<file path="src/rtl/prq_pkg.sv">
// ----------------------------------------------------------------------------
// prq_pkg
// Shared types and constants of the process ready queue: operation and status
// codes, fixed result field widths and the per-cell command bundle.
// ----------------------------------------------------------------------------
`default_nettype none

package prq_pkg;

   localparam int QueueDepthDefault   = 16;
   localparam int IndexBitsDefault    = 8;
   localparam int PriorityBitsDefault = 8;

   localparam int OperationBits = 2;
   localparam int StatusBits    = 2;
   localparam int RemovedBits   = 8;
   localparam int OccupancyBits = 5;

   typedef enum logic [OperationBits-1:0] {
      OP_SORTED_INSERT = 2'd0,
      OP_TAIL_INSERT   = 2'd1,
      OP_REMOVE_HEAD   = 2'd2,
      OP_RENUMBER      = 2'd3
   } op_type;

   typedef enum logic [StatusBits-1:0] {
      ST_DONE       = 2'd0,
      ST_EMPTY_POP  = 2'd1,
      ST_FULL_DROP  = 2'd2
   } status_type;

   // command broadcast to every cell of the chain in the same cycle
   typedef struct packed {
      logic insert_en;
      logic tail_mode;
      logic remove_en;
      logic renumber_en;
   } cell_ctrl_type;

endpackage

`default_nettype wire

</file>
<file path="src/rtl/prq_req_if.sv">
// ----------------------------------------------------------------------------
// prq_req_if
// Request channel of the ready queue: valid/ready handshake with operation,
// process index and priority.
// ----------------------------------------------------------------------------
`default_nettype none

interface prq_req_if #(
   parameter int INDEX_BITS    = prq_pkg::IndexBitsDefault,
   parameter int PRIORITY_BITS = prq_pkg::PriorityBitsDefault
);
   logic                             valid;
   logic                             ready;
   logic [prq_pkg::OperationBits-1:0] operation;
   logic [INDEX_BITS-1:0]            process_index;
   logic [PRIORITY_BITS-1:0]         priority_req;

   modport source (output valid, operation, process_index, priority_req, input ready);
   modport sink   (input valid, operation, process_index, priority_req, output ready);
endinterface

`default_nettype wire

</file>
<file path="src/rtl/prq_rsp_if.sv">
// ----------------------------------------------------------------------------
// prq_rsp_if
// Response channel of the ready queue: valid/ready handshake with status,
// popped index, empty flag and occupancy.
// ----------------------------------------------------------------------------
`default_nettype none

interface prq_rsp_if;
   logic                              valid;
   logic                              ready;
   logic [prq_pkg::StatusBits-1:0]    status;
   logic [prq_pkg::RemovedBits-1:0]   removed_index;
   logic                              is_empty;
   logic [prq_pkg::OccupancyBits-1:0] occupancy;

   modport source (output valid, status, removed_index, is_empty, occupancy, input ready);
   modport sink   (input valid, status, removed_index, is_empty, occupancy, output ready);
endinterface

`default_nettype wire

</file>
<file path="src/rtl/prq_cell.sv">
// ----------------------------------------------------------------------------
// prq_cell
// One slot of the sorted chain. Holds an (index, priority) entry and, under
// the broadcast command, keeps it, loads the new word, takes its left
// neighbor's (insert) or right neighbor's entry (pop), or renumbers its index.
// ----------------------------------------------------------------------------
`default_nettype none

module prq_cell #(
   parameter int INDEX_BITS    = prq_pkg::IndexBitsDefault,
   parameter int PRIORITY_BITS = prq_pkg::PriorityBitsDefault
) (
   input  wire                         clock,
   input  prq_pkg::cell_ctrl_type      ctrl,
   input  wire                         occupied,
   input  wire  [INDEX_BITS-1:0]       new_index,
   input  wire  [PRIORITY_BITS-1:0]    new_priority,
   input  wire  [INDEX_BITS-1:0]       left_index,
   input  wire  [PRIORITY_BITS-1:0]    left_priority,
   input  wire  [INDEX_BITS-1:0]       right_index,
   input  wire  [PRIORITY_BITS-1:0]    right_priority,
   input  wire                         shift_in,
   output logic                        shift_out,
   output logic [INDEX_BITS-1:0]       index_out,
   output logic [PRIORITY_BITS-1:0]    priority_out
);
   import prq_pkg::*;

   logic [INDEX_BITS-1:0]    index_ff;
   logic [INDEX_BITS-1:0]    index_in;
   logic [PRIORITY_BITS-1:0] priority_ff;
   logic [PRIORITY_BITS-1:0] priority_in;
   logic                     keep;

   // entry stays ahead of the new word: occupied and, unless in tail mode, not of larger priority
   assign keep      = occupied && (ctrl.tail_mode || (priority_ff <= new_priority));
   assign shift_out = shift_in || !keep;

   always_comb begin
      index_in    = index_ff;
      priority_in = priority_ff;
      if (ctrl.insert_en) begin
         if (shift_in) begin
            index_in    = left_index;
            priority_in = left_priority;
         end else if (!keep) begin
            index_in    = new_index;
            priority_in = new_priority;
         end
      end else if (ctrl.remove_en) begin
         index_in    = right_index;
         priority_in = right_priority;
      end else if (ctrl.renumber_en && occupied && (index_ff > new_index)) begin
         index_in = index_ff - 1'b1;
      end
   end

   always_ff @(posedge clock) begin
      index_ff    <= index_in;
      priority_ff <= priority_in;
   end

   assign index_out    = index_ff;
   assign priority_out = priority_ff;

endmodule

`default_nettype wire

</file>
<file path="src/rtl/priority_ready_queue.sv">
// ----------------------------------------------------------------------------
// priority_ready_queue
// Bounded process ready queue kept as a sorted chain of cells.
//
// Usage: words arrive on req_bus (operation, process_index, priority_req) and
// each accepted word yields exactly one word on rsp_bus (status,
// removed_index, is_empty, occupancy). Sorted insert places the entry behind
// every entry of lower or equal priority, tail insert appends, remove pops
// the head, renumber decrements every stored index above the given one.
// All cells act in the same cycle; the response is valid the cycle after
// acceptance and one word is taken every cycle while rsp_bus.ready stays
// high; the single response register sits between request and response. While
// a response stalls, req_bus.ready drops and the queue holds its contents.
// Insert into a full queue is dropped with status full; remove on an empty
// queue returns status empty with index 0.
// Reset (synchronous) empties the queue and drops any pending response;
// no clearing pass is needed.
// ----------------------------------------------------------------------------
`default_nettype none

module priority_ready_queue #(
   parameter int QUEUE_DEPTH   = prq_pkg::QueueDepthDefault,
   parameter int INDEX_BITS    = prq_pkg::IndexBitsDefault,
   parameter int PRIORITY_BITS = prq_pkg::PriorityBitsDefault
) (
   input  wire       clock,
   input  wire       reset,
   prq_req_if.sink   req_bus,
   prq_rsp_if.source rsp_bus
);
   import prq_pkg::*;

   localparam int CountBits = $clog2(QUEUE_DEPTH + 1);

   logic [CountBits-1:0]     count_ff;
   logic [CountBits-1:0]     count_in;
   logic                     rsp_valid_ff;
   logic                     rsp_valid_in;
   status_type               status_ff;
   status_type               status_in;
   logic [RemovedBits-1:0]   removed_ff;
   logic [RemovedBits-1:0]   removed_in;

   op_type                   op;
   logic                     accept;
   logic                     full;
   logic                     empty;
   cell_ctrl_type            ctrl;
   logic [INDEX_BITS-1:0]    new_index;
   logic [PRIORITY_BITS-1:0] new_priority;

   logic [QUEUE_DEPTH-1:0]   occupied;
   logic [QUEUE_DEPTH:0]     shift_chain;
   logic [INDEX_BITS-1:0]    cell_index    [QUEUE_DEPTH];
   logic [PRIORITY_BITS-1:0] cell_priority [QUEUE_DEPTH];

   assign op           = op_type'(req_bus.operation);
   assign new_index    = INDEX_BITS'(req_bus.process_index);
   assign new_priority = PRIORITY_BITS'(req_bus.priority_req);
   assign req_bus.ready = !rsp_valid_ff || rsp_bus.ready;
   assign accept       = req_bus.valid && req_bus.ready;
   assign full         = (count_ff == CountBits'(QUEUE_DEPTH));
   assign empty        = (count_ff == '0);
   assign shift_chain[0] = 1'b0;

   genvar k;
   generate
      for (k = 0; k < QUEUE_DEPTH; k++) begin : g_cell
         logic [INDEX_BITS-1:0]    left_index;
         logic [PRIORITY_BITS-1:0] left_priority;
         logic [INDEX_BITS-1:0]    right_index;
         logic [PRIORITY_BITS-1:0] right_priority;

         assign occupied[k] = (CountBits'(k) < count_ff);

         if (k == 0) begin : g_head
            assign left_index    = new_index;
            assign left_priority = new_priority;
         end else begin : g_body
            assign left_index    = cell_index[k-1];
            assign left_priority = cell_priority[k-1];
         end

         if (k == QUEUE_DEPTH - 1) begin : g_tail
            assign right_index    = '0;
            assign right_priority = '0;
         end else begin : g_inner
            assign right_index    = cell_index[k+1];
            assign right_priority = cell_priority[k+1];
         end

         prq_cell #(
            .INDEX_BITS    (INDEX_BITS),
            .PRIORITY_BITS (PRIORITY_BITS)
         ) u_cell (
            .clock          (clock),
            .ctrl           (ctrl),
            .occupied       (occupied[k]),
            .new_index      (new_index),
            .new_priority   (new_priority),
            .left_index     (left_index),
            .left_priority  (left_priority),
            .right_index    (right_index),
            .right_priority (right_priority),
            .shift_in       (shift_chain[k]),
            .shift_out      (shift_chain[k+1]),
            .index_out      (cell_index[k]),
            .priority_out   (cell_priority[k])
         );
      end
   endgenerate

   always_comb begin
      ctrl       = '0;
      status_in  = ST_DONE;
      removed_in = '0;
      count_in   = count_ff;
      case (op)
         OP_SORTED_INSERT, OP_TAIL_INSERT: begin
            ctrl.tail_mode = (op == OP_TAIL_INSERT);
            if (full) begin
               status_in = ST_FULL_DROP;
            end else begin
               ctrl.insert_en = accept;
               count_in       = count_ff + 1'b1;
            end
         end
         OP_REMOVE_HEAD: begin
            if (empty) begin
               status_in = ST_EMPTY_POP;
            end else begin
               ctrl.remove_en = accept;
               removed_in     = RemovedBits'(cell_index[0]);
               count_in       = count_ff - 1'b1;
            end
         end
         OP_RENUMBER: begin
            ctrl.renumber_en = accept;
         end
         default: begin
            ctrl = '0;
         end
      endcase
   end

   always_comb begin
      if (accept) begin
         rsp_valid_in = 1'b1;
      end else if (rsp_bus.ready) begin
         rsp_valid_in = 1'b0;
      end else begin
         rsp_valid_in = rsp_valid_ff;
      end
   end

   always_ff @(posedge clock) begin
      if (reset) begin
         count_ff     <= '0;
         rsp_valid_ff <= 1'b0;
      end else begin
         rsp_valid_ff <= rsp_valid_in;
         if (accept) begin
            count_ff <= count_in;
         end
      end
   end

   // hold the response payload until a new word is accepted
   always_ff @(posedge clock) begin
      if (accept) begin
         status_ff  <= status_in;
         removed_ff <= removed_in;
      end
   end

   assign rsp_bus.valid         = rsp_valid_ff;
   assign rsp_bus.status        = status_ff;
   assign rsp_bus.removed_index = removed_ff;
   assign rsp_bus.is_empty      = (count_ff == '0);
   assign rsp_bus.occupancy     = OccupancyBits'(count_ff);

   a_count_bound: assert property (@(posedge clock) disable iff (reset)
      count_ff <= CountBits'(QUEUE_DEPTH))
      else $error("queue count above depth");

   a_reset_clears: assert property (@(posedge clock)
      reset |=> (count_ff == '0) && !rsp_valid_ff)
      else $error("reset did not empty the queue");

   a_pop_shrinks: assert property (@(posedge clock) disable iff (reset)
      accept && (op == OP_REMOVE_HEAD) && !empty
      |=> count_ff == CountBits'($past(count_ff) - 1'b1))
      else $error("pop did not shrink the queue");

   a_full_drop: assert property (@(posedge clock) disable iff (reset)
      rsp_valid_ff && (status_ff == ST_FULL_DROP) |-> full)
      else $error("full drop reported on a queue that is not full");

   a_stall_holds: assert property (@(posedge clock) disable iff (reset)
      rsp_valid_ff && !rsp_bus.ready |=> $stable(count_ff))
      else $error("queue changed while the response stalled");

endmodule

`default_nettype wire

</file>
<file path="src/flat_wrapper.sv">
// flat-port wrapper written by rule: the top's interface ports become plain ports
module priority_ready_queue_flat import prq_pkg::*;
#(
   parameter int QUEUE_DEPTH   = prq_pkg::QueueDepthDefault,
   parameter int INDEX_BITS    = prq_pkg::IndexBitsDefault,
   parameter int PRIORITY_BITS = prq_pkg::PriorityBitsDefault
)
  (clock, reset, req_bus_valid, req_bus_operation, req_bus_process_index, req_bus_priority_req, req_bus_ready, rsp_bus_valid, rsp_bus_status, rsp_bus_removed_index, rsp_bus_is_empty, rsp_bus_occupancy, rsp_bus_ready);
  prq_req_if #(.INDEX_BITS(INDEX_BITS), .PRIORITY_BITS(PRIORITY_BITS)) req_bus_i ();
  prq_rsp_if rsp_bus_i ();
  input  wire clock;
  input  wire reset;
  input wire logic [$bits(req_bus_i.valid)-1:0] req_bus_valid;
  input wire logic [$bits(req_bus_i.operation)-1:0] req_bus_operation;
  input wire logic [$bits(req_bus_i.process_index)-1:0] req_bus_process_index;
  input wire logic [$bits(req_bus_i.priority_req)-1:0] req_bus_priority_req;
  output wire logic [$bits(req_bus_i.ready)-1:0] req_bus_ready;
  output wire logic [$bits(rsp_bus_i.valid)-1:0] rsp_bus_valid;
  output wire logic [$bits(rsp_bus_i.status)-1:0] rsp_bus_status;
  output wire logic [$bits(rsp_bus_i.removed_index)-1:0] rsp_bus_removed_index;
  output wire logic [$bits(rsp_bus_i.is_empty)-1:0] rsp_bus_is_empty;
  output wire logic [$bits(rsp_bus_i.occupancy)-1:0] rsp_bus_occupancy;
  input wire logic [$bits(rsp_bus_i.ready)-1:0] rsp_bus_ready;
  assign req_bus_i.valid = req_bus_valid;
  assign req_bus_i.operation = req_bus_operation;
  assign req_bus_i.process_index = req_bus_process_index;
  assign req_bus_i.priority_req = req_bus_priority_req;
  assign req_bus_ready = req_bus_i.ready;
  assign rsp_bus_valid = rsp_bus_i.valid;
  assign rsp_bus_status = rsp_bus_i.status;
  assign rsp_bus_removed_index = rsp_bus_i.removed_index;
  assign rsp_bus_is_empty = rsp_bus_i.is_empty;
  assign rsp_bus_occupancy = rsp_bus_i.occupancy;
  assign rsp_bus_i.ready = rsp_bus_ready;
  priority_ready_queue #(.QUEUE_DEPTH(QUEUE_DEPTH), .INDEX_BITS(INDEX_BITS), .PRIORITY_BITS(PRIORITY_BITS)) u_core (.clock(clock), .reset(reset), .req_bus(req_bus_i), .rsp_bus(rsp_bus_i));
endmodule
</file>
<file path="config.mk">
export PLATFORM = sky130hd
export DESIGN_NAME = priority_ready_queue_flat
export DESIGN_NICKNAME = d
export VERILOG_FILES = /design/src/rtl/prq_pkg.sv /design/src/rtl/prq_req_if.sv /design/src/rtl/prq_rsp_if.sv /design/src/rtl/prq_cell.sv /design/src/rtl/priority_ready_queue.sv /design/src/flat_wrapper.sv
export SDC_FILE = /design/constraint.sdc
export NUM_CORES = 1
export LEC_CHECK = 0
export ABC_AREA = 1
export BUFFER_PORTS_ARGS = -buffer_cell sky130_fd_sc_hd__buf_4
export CORE_ASPECT_RATIO = 1.4
export CORE_MARGIN = 3
export CORE_UTILIZATION = 45
export DETAILED_ROUTE_END_ITERATION = 16
export PLACE_DENSITY = 0.72
export SYNTH_ARGS = -nofsm -noshare
export SYNTH_HDL_FRONTEND = slang
export SYNTH_SLANG_ARGS = --single-unit
</file>
<file path="constraint.sdc">
create_clock -name clock -period 8.8 [get_ports clock]
set_clock_uncertainty 0.05 [all_clocks]
set_input_delay 1.76 -clock clock [delete_from_list [all_inputs] [get_ports clock]]
set_output_delay 1.76 -clock clock [all_outputs]
set_load 0.01 [all_outputs]
</file>
; Word level (Yosys, flattened, before mapping)
; Index checks and enable logic that the tools add are counted.
[op_classes]
shifts = 0
n_reduce_logical = 152
n_eq_ne = 22
n_lt_le_gt_ge = 48
n_div = 0
n_addsub = 18
muxes = 155
bitwise = 1
n_mul = 0
[ops]
columns = cell, count
row1 = 2-to-1 mux 8 bit, 142
row2 = > comparator 8 bit, 16
row3 = <= comparator 8 bit, 16
row4 = "subtractor 8 x 1 -> 8 bit, second input constant", 16
row5 = AND reduction 2 bit, 32
row6 = logical AND 1 bit, 49
row7 = nonzero test 3 bit, 16
row8 = "!= test 3 bit, second input constant", 15
row9 = "less-than comparator 4 x 5 -> 1 bit, first input constant", 8
row10 = logical OR 1 bit, 31
row11 = "less-than comparator 3 x 5 -> 1 bit, first input constant", 4
row12 = logical NOT 1 bit, 16
row13 = "less-than comparator 1 x 5 -> 1 bit, first input constant", 2
row14 = "less-than comparator 2 x 5 -> 1 bit, first input constant", 2
row15 = 2-to-1 mux 5 bit, 2
row16 = one-hot mux 5 bit (2 select lines), 1
row17 = 2-to-1 mux 1 bit, 7
row18 = "!= test 2 bit, second input constant", 3
row19 = nonzero test 2 bit, 3
row20 = "adder 5 x 1 -> 5 bit, second input constant", 1
row21 = "== test 5 bit, second input constant", 1
row22 = logical NOT 5 bit, 1
row23 = "subtractor 5 x 1 -> 5 bit, second input constant", 1
row24 = "== test 2 bit, second input constant", 2
row25 = other kinds (7), 9
[totals]
ram_bits = 0
out_inout_bits = 18
inputBits = 22
regBits = 272
n_memories = 0
mem_bits_ro = 0
latchBits = 0
wordCells = 432

; Depth between registers and ports, before layout
[depth]
word_depth = 24
mapped_depth = 24
depth_no_buf = 23

; By module
; From an unflattened synthesis, not the netlist that was laid out.
[hier_totals]
cells_unflattened = 3390
area_unflattened_um2 = 24360.9
[modules_own_cells]
columns = module, instances, area_each_um2, cells_each
row1 = prq_cell, 16, 1455.1, 203
row2 = priority_ready_queue, 1, 1078.5, 142

; Least setup slack after synthesis
; OpenSTA, ideal clock, no wires.
[synth_path]
path_kind = input -> register
from = input port req_bus_priority_req[7]
to = register u_core.g_cell[10].u_cell.index_ff[0], enable pin
setup_ps = 412
stages = 15
slack_ps = 3803
arrival_ps = 4534
cell_sequence = inv_1 -> ha_1 -> a21o_1 -> nor2_1 -> nand2_1 -> nand2_1 -> nand2_2 -> nor2_8 -> nand4_4 -> nor2_8 -> nand4_4 -> nor3b_2 -> nor2_1 -> inv_1 -> o311ai_0
[synth_between]
elab_chain_len = 15
elab_cells_between_ends = 54
cone_classes = order compare: 11 / eq/ne: 1 / reduce/logical: 42
[synth_rtl]
columns = item, line
row1 = "start, declared", flat_wrapper.sv:16  ; input wire logic [$bits(req_bus_i.priority_req)-1:0] req_bus_priority_req;
row2 = <= comparator 8 bit, prq_cell.sv:36  ; assign keep = occupied && (ctrl.tail_mode || (priority_ff <= new_priority));
row3 = logical OR 1 bit, prq_cell.sv:36
row4 = logical AND 1 bit, prq_cell.sv:36
row5 = logical NOT 1 bit, --
row6 = logical OR 1 bit (9 in a row), prq_cell.sv:37  ; assign shift_out = shift_in || !keep;
row7 = != test 3 bit (no line) (*), --
row8 = AND reduction 2 bit (no line) (*), --
row9 = "end signal, assigned", prq_cell.sv:59  ; index_ff <= index_in;
row10 = "end, declared", prq_cell.sv:29  ; logic [INDEX_BITS-1:0] index_ff;
; Mark *: on every way between the ends. The rest lies on a longest branch, timed or not.
; A chain may end at the register's enable or synchronous reset.

; Worst setup path in the final report
[layout_path]
from = input port req_bus_priority_req[1]
to = register u_core.g_cell[15].u_cell.index_ff[4], enable pin
[layout_between]
elab_chain_len = 20
elab_cells_between_ends = 79
cone_classes = order compare: 16 / eq/ne: 1 / reduce/logical: 62
[layout_rtl]
columns = item, line
row1 = <= comparator 8 bit, prq_cell.sv:36
row2 = logical OR 1 bit, prq_cell.sv:36
row3 = logical AND 1 bit, prq_cell.sv:36
row4 = logical NOT 1 bit, --
row5 = logical OR 1 bit (14 in a row), prq_cell.sv:37
row6 = != test 3 bit (no line) (*), --
row7 = AND reduction 2 bit (no line) (*), --
row8 = "end signal, assigned", prq_cell.sv:59
row9 = "end, declared", prq_cell.sv:29
; Marks and branches as above.

==> results.toml <==
[route]
detailedRoute.firstPassIterationCount = 7
wl_per_cell_um = 23.4
dr_total_vias = 19800
post_detailed_route_drc_marker_count = 0
drt-vias-per-instance = 6.41
routed_wl_um = 72300
detailedRoute.firstIterationViolations = 2456
antenna_left = 0

[die]
fp-row-count = 93
floorplan.die.width_um = 189
die_h_um = 262
initial_core_util_pct = 45.6
fp.dieArea_sq_um = 49400
io_pins = 40
placeableCoreArea_sq_um = 46100

[setup_path]
worst_ep_required_time_ns = 9.01
worst_ep_arrival_time_ns = 6.36
critical_path.startpoint = "req_bus_priority_req[1]"
cp_max_fo = 19
crit-reg2reg-launch = "u_core.rsp_bus.occupancy[0]$_SDFFE_PP0P_"
worstSetupPathType = "in2reg"
startpoint_type = "input pin"
crit_end_element = "flip-flop"

[timing]
slew_headroom_pct = 12.8
report.final.slew_viol_count = 0
setup_repair_after_global_routing_missed_its_margin = "no"
report.final.hold_viol_count = 0
max_clock_freq_mhz = 163
whs_ns = 0.473
period_share_pct = 69.9
final_period_demand_of_the_worst_path_ns = 6.15
worst_path_setup_slack_after_routing_ns = 2.65
fin_setup_tns_ns = 0
worst_pin_slew_ns = 1.29
report.final.setup_viol = 0

[power]
cellPowerDensity_nw_per_um2 = 175
vdd.ir_drop.worst_mv = 0.165
sequentialPowerShare_pct = 43.7
netSwitchingFraction_pct = 33.4
power_switching_mw = 1.34
p_int_mw = 2.67
power.share.combinational_pct = 24.2
leakagePower_nw = 10.1
clockPowerShare_pct = 32.0

[logic_synthesis]
postSynthRegisterBits = 272
post_synth_edffs = 266
synth_top_area_cell = "sky130_fd_sc_hd__edfxtp_1"
post_synth_num_cell_types = 53
synthesis.area_per_instance_sq_um = 8.62
asyncSetResetFlopFracSynth_pct = 0
synth_sequential_area_ratio_pct = 38.6
syn-instance-count = 2437
synthesis.nets = 2734
yosys.area.top_type_share_pct = 38.0
netlist_area_sq_um = 21000
synth-main-ff-cell = "sky130_fd_sc_hd__edfxtp_1"
yosysMostFrequentCell = "sky130_fd_sc_hd__nand2_1"
synth-warning-count = 0
yosys-top-cells-area = "sky130_fd_sc_hd__edfxtp_1 (38%), sky130_fd_sc_hd__ha_1 (16%), sky130_fd_sc_hd__nand2_1 (9.6%), sky130_fd_sc_hd__o22ai_1 (6.2%), sky130_fd_sc_hd__inv_1 (4.3%)"
synth.top_cells.by_count = "sky130_fd_sc_hd__nand2_1 (538), sky130_fd_sc_hd__ha_1 (275), sky130_fd_sc_hd__edfxtp_1 (266)"

[global_routing]
grt_first_pass_wirelength_um = 110000
maximum_number_of_pins_on_one_net_before_global_route_repair = 75
grt_antenna_before_repair = 0
grt.total_usage_pct = 28.5
globalRouteOverflowTotal = 0
first_global_vias = 19800

[placement]
dpl_cell_area_sq_um = 22000
preCtsSetupSlack_ns = 2.18
half_perimeter_wire_length_of_the_detailed_placement_result_um = 51900
placement.io_buffers = 39
gp_weighted_congestion = 0.962

[cells_and_area]
area_of_the_multi_input_gates_sq_um = 11600
layout-area-overhead-vs-synth_pct = 9.27
nFillCells = 4351
diodes = 0
fin_nets = 2746
register_area_sq_um = 8110
post_route_cells_drive_above_1_share_pct = 6.64
fin_area_sq_um = 23000

[clock_tree]
cts_buffer_depth = 3
tritoncts = "done"
cts_num_sinks = 272
ctsHtreeMaxLevel = 1
cts_setup_buffers = 0
cts_made_buffers = 29
root_buffer_cell = "sky130_fd_sc_hd__clkbuf_16"
worst_setup_hold_path_clk_slew_ns = 0.06
clk_latency_ns = 0.58
cts_hold_repair.buffers = 0
ctsResizeCount = 0

[min_path]
worst_hold_path_type = "reg2reg"
worst_hold_startpoint = "u_core.rsp_bus.valid$_SDFFE_PP0P_"

[outcome]
outcome = "finished clean"

[job]
timing.max_cap.violations = 0
power by group through the flow:
stage	Combinational, mW	Clock [mW]	Sequential, mW
finish	0.971	1.28	1.75
global route	1.09	1.34	1.76
CTS	0.953	1.29	1.75
detailed placement	0.948	0	1.77
global placement	0.908	0	1.77
floorplan	0.674	0	1.71
worst paths after layout:
path / to / slack (ns) / depth (start not counted)
max: u_core.g_cell[15].u_cell.index_out[4]$_DFFE_PP_ / 2.65 / 24
min: u_core.rsp_bus.valid$_SDFFE_PP0P_ / 0.47 / 2
max reg2reg: u_core.g_cell[1].u_cell.index_out[2]$_DFFE_PP_ / 3.28 / 11
min reg2reg: u_core.rsp_bus.valid$_SDFFE_PP0P_ / 0.47 / 2
logic make-up after synthesis:
group                    count (synthesis)  share of synthesized area [%]
flip-flops                             272                           38.6
XOR/XNOR                                83                           3.46
AO/OA/AOI/OAI                          636                           18.9
AND/OR/NAND/NOR                        824                           16.4
adder cells (fa/ha/maj)                275                           16.4
buffers and inverters                  347                           6.29
worst max-delay path, stage by stage:
cell and delay (ns):
sky130_fd_sc_hd__buf_4 0.11, sky130_fd_sc_hd__inv_1 0.36, sky130_fd_sc_hd__buf_4 0.32, sky130_fd_sc_hd__ha_1 0.28, sky130_fd_sc_hd__nand2_1 0.08, sky130_fd_sc_hd__nand2_1 0.05
sky130_fd_sc_hd__nand2_1 0.05, sky130_fd_sc_hd__nand2_1 0.04, sky130_fd_sc_hd__nand2_1 0.06, sky130_fd_sc_hd__nand2_1 0.06, sky130_fd_sc_hd__nand2_1 0.07, sky130_fd_sc_hd__nand2_2 0.09
sky130_fd_sc_hd__nor2_8 0.30, sky130_fd_sc_hd__nand4_4 0.20, sky130_fd_sc_hd__nor2_8 0.31, sky130_fd_sc_hd__nand4_4 0.22, sky130_fd_sc_hd__nor2_8 0.33, sky130_fd_sc_hd__nand3_2 0.17
sky130_fd_sc_hd__nor2_4 0.39, sky130_fd_sc_hd__nand3_4 0.32, sky130_fd_sc_hd__inv_2 0.23, sky130_fd_sc_hd__nand2_1 0.08, sky130_fd_sc_hd__nand2_1 0.17, sky130_fd_sc_hd__nand2_1 0.27
layout make-up:
type	instances	share of cell area, %
clock inverter	20	0.932
inverter	251	4.11
timing repair buffer	77	2.51
clock buffer	31	3.19
tap	617	3.36
sequential	272	35.3
multi-input combinational	1818	50.6
layout by cell type (no fill, tap or decap), drive strengths merged, types with 2 or more instances in the layout:
master,synthesis,final
a211oi,3,3
a21o,3,3
a21oi,142,142
a221oi,4,4
a22oi,42,42
a31oi,10,10
and2,2,2
buf,16,76
bufinv,0,4
clkbuf,80,32
clkinv,2,15
clkinvlp,0,2
dfxtp,6,6
edfxtp,266,266
ha,275,275
inv,249,250
nand2,543,543
nand3,55,55
nand3b,2,2
nand4,24,24
nor2,148,148
nor3,38,38
nor3b,4,4
nor4,3,3
o2111ai,3,3
o211ai,51,51
o21a,6,6
o21ai,105,105
o21bai,8,8
o221ai,35,35
o22ai,207,207
o311ai,8,8
o41ai,4,4
or2,4,4
xnor2,26,26
xor2,57,57
per-stage QoR:
step / power [mW] / cells / utilization (%)
floorplan: 2.38 / 2437 / -
global placement: 2.68 / 3034 / 47.8
detailed placement: 2.72 / 3034 / 47.8
CTS: 3.98 / 3085 / 49.8
global route: 4.19 / 3086 / 49.8
finish: 4.01 / 3086 / 49.8
sequential cells by signal, summed over array words and instances, names as in the netlist:
name                               cells
u_core.rsp_bus.valid                   1
u_core.rsp_bus.status                  2
u_core.rsp_bus.occupancy               5
u_core.g_cell.u_cell.priority_out    128
u_core.rsp_bus.removed_index           8
u_core.g_cell.u_cell.index_out       128
layer usage:
layer  GRT usage (%)  vias up  share of wire (%)
li1                -     8836                  -
met1            32.8     9303                 35
met2            48.9     1278                 48
met3            4.43      368                9.3
met4            19.8        0                7.7
met5               0        -                  0
Power figures use the tool's default switching activity.
